`config.mk`:
```
export PLATFORM = sky130hd
export DESIGN_NAME = bfiq_hash
export DESIGN_NICKNAME = d
export VERILOG_FILES = /design/src/hdl/bfiq_pkg.sv /design/src/hdl/bfiq_hash.sv
export SDC_FILE = /design/constraint.sdc
export NUM_CORES = 2
export LEC_CHECK = 0
export BUFFER_PORTS_ARGS = -buffer_cell sky130_fd_sc_hd__buf_2
export CAP_MARGIN = 10
export CORE_ASPECT_RATIO = 0.8
export CORE_MARGIN = 8
export CORE_UTILIZATION = 60
export CTS_BUF_LIST = sky130_fd_sc_hd__clkbuf_8
export CTS_CLUSTER_SIZE = 28
export DETAILED_ROUTE_END_ITERATION = 12
export GPL_TIMING_DRIVEN = 1
export MAX_ROUTING_LAYER = met4
export PLACE_DENSITY = 0.77
export SETUP_SLACK_MARGIN = 0.3
export SLEW_MARGIN = 0
export SYNTH_ARGS = -nofsm -noshare
export SYNTH_HDL_FRONTEND = slang
export SYNTH_SLANG_ARGS = --single-unit
```
`constraint.sdc`:
```
create_clock -name i_clk -period 21.1 [get_ports i_clk]
set_input_delay 6.33 -clock i_clk [delete_from_list [all_inputs] [get_ports i_clk]]
set_output_delay 6.33 -clock i_clk [all_outputs]
set_load 0.01 [all_outputs]
```
`src/hdl/bfiq_pkg.sv`:
```
`timescale 1ns / 1ps
`default_nettype none
package bfiq_pkg;

    localparam logic [31:0] MIX_C1 = 32'hcc9e2d51;
    localparam logic [31:0] MIX_C2 = 32'h1b873593;
    localparam logic [31:0] MIX_N  = 32'he6546b64;
    localparam logic [31:0] FMIX1  = 32'h85ebca6b;
    localparam logic [31:0] FMIX2  = 32'hc2b2ae35;

    localparam logic [0:0] ACT_INSERT = 1'b0;
    localparam logic [0:0] ACT_QUERY  = 1'b1;

    localparam logic [0:0] REG_BIT_COUNT = 1'b0;
    localparam logic [0:0] REG_PROBE_CNT = 1'b1;

    typedef enum logic [3:0] {
        ST_IDLE,
        ST_SCR1,
        ST_SCR2,
        ST_SCR3,
        ST_MIX,
        ST_FIN,
        ST_FM1,
        ST_FM2,
        ST_FM3,
        ST_MOD,
        ST_RD,
        ST_CHK,
        ST_CLEAR,
        ST_OUT
    } t_state;

    // Probe request from the hash engine to the bit store.
    typedef struct packed {
        logic        valid;
        logic        write;
        logic [23:0] index;
    } t_probe;

    function automatic logic [31:0] rotl(input logic [31:0] v, input logic [4:0] r);
        logic [63:0] d;
        d = {v, v} << r;
        return d[63:32];
    endfunction

endpackage
`default_nettype wire

```
`src/hdl/bfiq_hash.sv`:
```
`timescale 1ns / 1ps
`default_nettype none
module bfiq_hash
    import bfiq_pkg::*;
#(
    parameter int MAX_BITS   = 65536,
    parameter int MAX_HASHES = 8
) (
    input  wire          i_clk,
    input  wire          i_rst_n,
    input  wire          i_start,
    input  wire  [31:0]  i_word,
    input  wire  [2:0]   i_bytes,
    input  wire          i_last,
    input  wire          i_action,
    input  wire  [16:0]  i_bit_count,
    input  wire  [3:0]   i_probe_cnt,
    input  wire          i_store_ready,
    input  wire          i_bit,
    output t_probe       o_probe,
    output logic         o_busy,
    output logic         o_done,
    output logic         o_found,
    output logic [31:0]  o_total,
    input  wire          i_out_taken
);
    localparam int HW = (MAX_HASHES > 1) ? $clog2(MAX_HASHES) : 1;
    localparam int IW = (MAX_BITS > 1) ? $clog2(MAX_BITS) : 1;
    localparam int MW = IW + 1;

    // Running hashes sit in a small memory, read-modify-written one seed a cycle.
    logic [31:0] r_hmem [MAX_HASHES];
    logic [31:0] r_hrd;
    t_state r_st, n_st;
    logic [HW:0] r_i;
    logic [HW:0] r_probes;
    logic [31:0] r_k, r_len, r_h, r_total;
    logic [2:0]  r_nb;
    logic        r_last, r_act, r_found, r_first;
    logic [MW-1:0] r_mod;
    logic [MW:0]   r_sh;
    logic [31:0] r_rem;

    logic [HW-1:0] w_idx;
    logic [31:0] w_mask, w_mixed, w_h13;
    logic [MW+31:0] w_diff;
    logic [2:0] w_nb;

    assign w_idx  = r_i[HW-1:0];
    assign w_nb   = (!i_last || i_bytes > 3'd4) ? 3'd4 : i_bytes;
    // An empty last word scrambles to zero and leaves the hashes unchanged.
    assign w_mask = (r_nb == 3'd0) ? 32'h00000000 :
                    (r_nb == 3'd1) ? 32'h000000ff :
                    (r_nb == 3'd2) ? 32'h0000ffff :
                    (r_nb == 3'd3) ? 32'h00ffffff : 32'hffffffff;
    assign w_h13   = rotl(r_hrd ^ r_k, 5'd13);
    assign w_mixed = (r_nb == 3'd4) ? (w_h13 * 32'd5 + MIX_N) : (r_hrd ^ r_k);

    always_comb begin
        n_st = r_st;
        case (r_st)
            ST_IDLE:  if (i_start) n_st = ST_SCR1;
            ST_SCR1:  n_st = ST_SCR2;
            ST_SCR2:  n_st = ST_SCR3;
            ST_SCR3:  n_st = ST_MIX;
            ST_MIX:   if (r_i == (HW + 1)'(MAX_HASHES)) n_st = r_last ? ST_FIN : ST_IDLE;
            ST_FIN:   n_st = ST_FM1;
            ST_FM1:   n_st = ST_FM2;
            ST_FM2:   n_st = ST_FM3;
            ST_FM3:   n_st = ST_MOD;
            ST_MOD:   if (r_sh == '0) n_st = ST_RD;
            ST_RD:    if (i_store_ready) n_st = ST_CHK;
            ST_CHK:   n_st = (r_i + 1'b1 == r_probes) ? ST_CLEAR : ST_FIN;
            // The reseed pass after reset ends without a result.
            ST_CLEAR: if (r_i == (HW + 1)'(MAX_HASHES - 1)) n_st = r_first ? ST_IDLE : ST_OUT;
            ST_OUT:   if (i_out_taken) n_st = ST_IDLE;
            default:  n_st = ST_IDLE;
        endcase
    end

    always_comb begin
        o_probe.valid = (r_st == ST_RD) && i_store_ready;
        o_probe.write = (r_act == ACT_INSERT);
        o_probe.index = 24'(r_rem[IW-1:0]);
        o_busy  = (r_st != ST_IDLE);
        o_done  = (r_st == ST_OUT);
        o_found = r_found;
        o_total = r_total;
    end

    always_ff @(posedge i_clk) begin
        if (!i_rst_n) begin
            r_st    <= ST_CLEAR;
            r_total <= '0;
            r_len   <= '0;
            r_first <= 1'b1;
            r_i     <= '0;
        end else begin
            r_st <= n_st;
            case (r_st)
                ST_IDLE: begin
                    r_i <= '0;
                    if (i_start) begin
                        r_k    <= i_word;
                        r_nb   <= w_nb;
                        r_last <= i_last;
                        r_act  <= i_action;
                        r_len  <= r_len + 32'(w_nb);
                    end
                end
                ST_SCR1: r_k <= (r_k & w_mask) * MIX_C1;
                ST_SCR2: r_k <= rotl(r_k, 5'd15);
                ST_SCR3: r_k <= r_k * MIX_C2;
                ST_MIX: begin
                    // The read of seed r_i-1 lands now; r_i stays one ahead.
                    if (r_i == (HW + 1)'(MAX_HASHES)) begin
                        r_i      <= '0;
                        r_found  <= 1'b1;
                        r_probes <= (i_probe_cnt == 4'd0) ? (HW + 1)'(1) :
                                    (32'(i_probe_cnt) > 32'(MAX_HASHES)) ?
                                    (HW + 1)'(MAX_HASHES) : (HW + 1)'(i_probe_cnt);
                        r_mod <= (i_bit_count == 17'd0) ? MW'(1) :
                                 (32'(i_bit_count) > 32'(MAX_BITS)) ?
                                 MW'(MAX_BITS) : MW'(i_bit_count);
                        if (r_last && r_act == ACT_INSERT && r_total != 32'hffffffff) begin
                            r_total <= r_total + 1'b1;
                        end
                    end else begin
                        r_i <= r_i + 1'b1;
                    end
                end
                ST_FIN:  r_h <= r_hrd ^ r_len;
                ST_FM1:  r_h <= (r_h ^ (r_h >> 16)) * FMIX1;
                ST_FM2:  r_h <= (r_h ^ (r_h >> 13)) * FMIX2;
                ST_FM3: begin
                    r_rem <= r_h ^ (r_h >> 16);
                    r_sh  <= (MW + 1)'(32);
                end
                ST_MOD: begin
                    // Restoring reduction, one bit of the shifted modulus a cycle.
                    if (r_sh != '0) begin
                        if ({{MW{1'b0}}, r_rem} >= w_diff) r_rem <= 32'(({{MW{1'b0}}, r_rem} - w_diff));
                        r_sh <= r_sh - 1'b1;
                    end
                end
                ST_CHK: begin
                    if (r_act == ACT_QUERY && !i_bit) r_found <= 1'b0;
                    r_i <= (n_st == ST_CLEAR) ? '0 : r_i + 1'b1;
                end
                ST_CLEAR: begin
                    r_i   <= (n_st != ST_CLEAR) ? '0 : r_i + 1'b1;
                    r_len <= '0;
                    if (n_st != ST_CLEAR) r_first <= 1'b0;
                end
                default: ;
            endcase
        end
    end

    assign w_diff = (MW + 32)'(r_mod) << (r_sh - 1'b1);

    // Hash memory port: read address and write-back.
    logic [HW-1:0] w_raddr;
    always_comb begin
        w_raddr = w_idx;
        if (r_st == ST_CHK) w_raddr = HW'(r_i + 1'b1);
        if (r_st == ST_MIX && r_i == (HW + 1)'(MAX_HASHES)) w_raddr = '0;
    end

    always_ff @(posedge i_clk) begin
        if (r_st == ST_MIX && r_i != '0) begin
            r_hmem[HW'(r_i - 1'b1)] <= w_mixed;
        end else if (r_st == ST_CLEAR) begin
            r_hmem[w_idx] <= 32'(r_i);
        end
        r_hrd <= r_hmem[w_raddr];
    end
endmodule
`default_nettype wire

```
==> results.json <==
{
  "postPlaceCellArea_mm2": 0.0633,
  "drc": 0,
  "vias_in_the_first_global_route": 46500,
  "top_cells_by_area_synth": "sky130_fd_sc_hd__fa_1, sky130_fd_sc_hd__edfxtp_1, sky130_fd_sc_hd__ha_1",
  "worstPathMaxFanout": 2,
  "worst_setup_path_end_kind": "output port",
  "ys.flop_type": "sky130_fd_sc_hd__edfxtp_1",
  "final_nets": 8022,
  "netlist_area_mm2": 0.0610,
  "setup.worst_path.start": "i_store_ready",
  "place_inst": 7612,
  "postCtsSetupBuffers": 0,
  "cp_data_arrival_time_ns": 6.74,
  "switching_fraction_of_total_power_pct": 50.3,
  "holdBufCountCts": 0,
  "design.die.area_mm2": 0.112,
  "final_critical_path_setup_slack_ns": 8.03,
  "p_int_mw": 4.53,
  "remaining_global_route_overflow": 0,
  "fin_area_mm2": 0.0650,
  "globalRouteTotalUtil_pct": 32.5,
  "dp_worst_setup_slack_ns": 8.04,
  "hold_viol": 0,
  "flow.area_growth_from_synthesis_pct": 6.62,
  "rsz_0062_raised_after_global_routing": "false",
  "final_antenna_violating_net_count": 0,
  "r2r_slack_ns": 12.39,
  "drt-pass1-iter-count": 6,
  "worstSetupPathType": "in -> out",
  "async_flop_share_pct": 0,
  "fp.dieW_um": 372,
  "number_of_stages_on_the_worst_hold_path": 2,
  "power_switching_mw": 4.59,
  "grt_pass1_wl_um": 271000,
  "timing.critical_path.to": "o_probe[25]",
  "worst_slew_pin_slew_ns": 1.22,
  "length_in_cells_of_the_worst_reg_to_reg_path": 25,
  "synthesis.instances": 6243,
  "floorplan.initialDensity_pct": 60.5,
  "netlist.area_leader.share_pct": 24.7,
  "outcome": "completed",
  "initial_drc_count": 4419,
  "synthesis.yosys.warnings": 0,
  "vdd_ir_drop_max_v": 0.000118,
  "post_cts_resized": 0,
  "pwr-share-seq_pct": 17.0,
  "worst_r2r_endpoint": "r_k[29]",
  "grt_start_max_net_pins": 72,
  "routabilityCongestion": 1.01,
  "row_count": 104,
  "io_pins": 125,
  "per_cell_routed_wire_length_um": 22.4,
  "finalSetupViolCount": 0,
  "cts.sink_count": 502,
  "post-route-period-util_pct": 61.9,
  "comb_power_share_pct": 73.1,
  "hpwlAfterDp_um": 140000,
  "seq_area_frac_synth_pct": 23.0,
  "finalMaxSlewViolations": 0,
  "synth_seq_cells": 502,
  "critical_path.reg2reg.startpoint": "r_nb[2]",
  "timing.setup.tns_ns": 0,
  "final_core_utilization_pct": 64.5,
  "power.share.clock_pct": 10.0,
  "core_area_mm2": 0.101,
  "timing.final.crit_period_ns": 13.07,
  "power_density_cells_mw_per_mm2": 140,
  "clock_path_buffers": 3,
  "synth_edf_count": 397,
  "min_path_type": "reg -> reg",
  "antenna_found_initial": 9,
  "detail_route.vias_per_cell": 5.82,
  "cts_root_buf": "sky130_fd_sc_hd__clkbuf_8",
  "max_freq_ghz": 0.0765,
  "clk_pin_slew_ns": 0.06,
  "number_of_buffers_inserted_during_clock_tree_synthesis": 84,
  "cts_tree": "yes",
  "postSynthAreaPerCell_um2": 9.77,
  "vias": 45200,
  "die_height_um": 301,
  "yosysUniqueCellTypes": 92,
  "post_route_cells_drive_above_1_share_pct": 6.18,
  "startpoint_type": "input pin",
  "skew_ns": 0.0678,
  "placement.io_buffers": 116,
  "critical_path_required_ns": 14.77,
  "relSlewSlack_pct": 18.0,
  "leakage_nw": 31.1,
  "cts_htree_levels": 3,
  "wirelength_routed_um": 174000,
  "cap_violations": 0,
  "layoutNonFillerInstCount": 7776,
  "yosys.area.top_type": "sky130_fd_sc_hd__fa_1",
  "clock_latency_ns": 0.79
}
-- final cells by class --
| type | instances | area (µm²) |
|---|---|---|
| antenna | 9 | 22.5 |
| clock buffer | 92 | 1270 |
| clock inverter | 63 | 445 |
| fill | 8166 | 35700 |
| inverter | 1339 | 5030 |
| multi-input combinational | 4243 | 41300 |
| sequential | 502 | 14000 |
| tap | 1325 | 1660 |
| timing repair buffer | 203 | 1230 |
-- kinds of logic after synthesis --
logic type                 share of synthesized area [%]
adders and majority gates                           41.8
and+or+nand+nor                                     10.5
buffers and inverters                               9.50
DFF                                                 23.0
muxes                                              0.991
xor gates and xnor gates                            6.11
other                                            0.00615
AOI/OAI and AO/OA                                   8.13
-- placed cells by master (no fill, tap or decap), types with 56 or more instances in the layout --
cell type and instances:
sky130_fd_sc_hd__a21o_1 57, sky130_fd_sc_hd__a21oi_1 206, sky130_fd_sc_hd__buf_2 116, sky130_fd_sc_hd__buf_4 87, sky130_fd_sc_hd__clkbuf_8 92, sky130_fd_sc_hd__dfxtp_1 104
sky130_fd_sc_hd__edfxtp_1 397, sky130_fd_sc_hd__fa_1 752, sky130_fd_sc_hd__ha_1 833, sky130_fd_sc_hd__inv_1 1363, sky130_fd_sc_hd__nand2_1 529, sky130_fd_sc_hd__nand3_1 234
sky130_fd_sc_hd__nor2_1 315, sky130_fd_sc_hd__nor3_1 56, sky130_fd_sc_hd__o21ai_0 204, sky130_fd_sc_hd__xnor2_1 241, sky130_fd_sc_hd__xor2_1 179
-- power by group through the flow --
stage / Clock [mW] / Sequential [mW] / Combinational [mW]
3_3_place_gp: 0 / 1.55 / 6.34
3_5_place_dp: 0 / 1.56 / 6.46
5_1_grt: 0.961 / 1.56 / 7.38
2_1_floorplan: 0 / 1.51 / 4.83
4_1_cts: 0.918 / 1.54 / 6.55
6_report: 0.908 / 1.55 / 6.66
-- sequential cells by signal (all words and copies together) (netlist names), 3 cells and up --
signal and count:
r_rem 32, r_i 4, r_st 4, r_len 32, r_hrd 32, r_sh 18, r_mod 17, r_hmem 256
r_k 32, r_h 32, r_probes 4, r_nb 3, o_total 32
-- worst min-delay path by stage --
stage               to  startpoint
2_1_floorplan  r_first     r_first
3_3_place_gp   r_first     r_first
3_5_place_dp   r_first     r_first
4_1_cts        r_first     r_first
5_1_grt        r_first     r_first
6_report       r_first     r_first
-- per-layer routing --
metal  vias to the layer above  part of all wire (%)  routed length, µm  GRT usage, %
li1                      20600                     -                  -             -
met2                      2024                    43              75300          47.4
met5                         -                     0                  0             -
met1                     22200                    42              74100          45.3
met4                         0                   3.0               5220          8.24
met3                       357                    11              19800          8.60
-- synthesized netlist by cell type (7+ instances only) --
cell type                   count
sky130_fd_sc_hd__nor2b_1       37
sky130_fd_sc_hd__mux2_2         8
sky130_fd_sc_hd__and3_1        28
sky130_fd_sc_hd__nor2_1       318
sky130_fd_sc_hd__o21bai_1      18
sky130_fd_sc_hd__a21o_1        58
sky130_fd_sc_hd__a22oi_1        9
sky130_fd_sc_hd__ha_1         833
sky130_fd_sc_hd__inv_1       1336
sky130_fd_sc_hd__mux2i_1       24
sky130_fd_sc_hd__nand3b_1      11
sky130_fd_sc_hd__a41oi_1        7
sky130_fd_sc_hd__buf_4         25
sky130_fd_sc_hd__o21a_1        37
sky130_fd_sc_hd__o2111ai_1      8
sky130_fd_sc_hd__or2_2         13
sky130_fd_sc_hd__xor2_1       180
sky130_fd_sc_hd__nand2_1      530
sky130_fd_sc_hd__buf_1         12
sky130_fd_sc_hd__nand2b_1      36
sky130_fd_sc_hd__nor4_1        18
sky130_fd_sc_hd__o21ai_0      204
sky130_fd_sc_hd__xnor2_1      243
sky130_fd_sc_hd__clkbuf_1     122
sky130_fd_sc_hd__a211oi_1      55
sky130_fd_sc_hd__o211ai_1      26
sky130_fd_sc_hd__a221oi_1       7
sky130_fd_sc_hd__a21oi_1      207
sky130_fd_sc_hd__o31ai_1       13
sky130_fd_sc_hd__edfxtp_1     397
sky130_fd_sc_hd__or3_1         30
sky130_fd_sc_hd__mux4_2        11
sky130_fd_sc_hd__nand4_1       25
sky130_fd_sc_hd__a31oi_1       24
sky130_fd_sc_hd__and2_1        34
sky130_fd_sc_hd__o221ai_1       8
sky130_fd_sc_hd__nand3_1      234
sky130_fd_sc_hd__and4_1        14
sky130_fd_sc_hd__o22ai_1       21
sky130_fd_sc_hd__nor3_1        58
sky130_fd_sc_hd__dfxtp_1      105
sky130_fd_sc_hd__fa_1         752
-- metrics by stage --
stage          hold slack, ns  power [mW]
2_1_floorplan           0.436        6.34
3_3_place_gp            0.450        7.89
3_5_place_dp            0.466        8.02
4_1_cts                 0.475        9.01
5_1_grt                 0.521        9.90
6_report                0.483        9.12
-- critical path, cell delays in order --
cell	delay, ns
sky130_fd_sc_hd__buf_2	0.12
sky130_fd_sc_hd__and3_1	0.15
sky130_fd_sc_hd__buf_2	0.14
(Power assumes the default switching activity.)
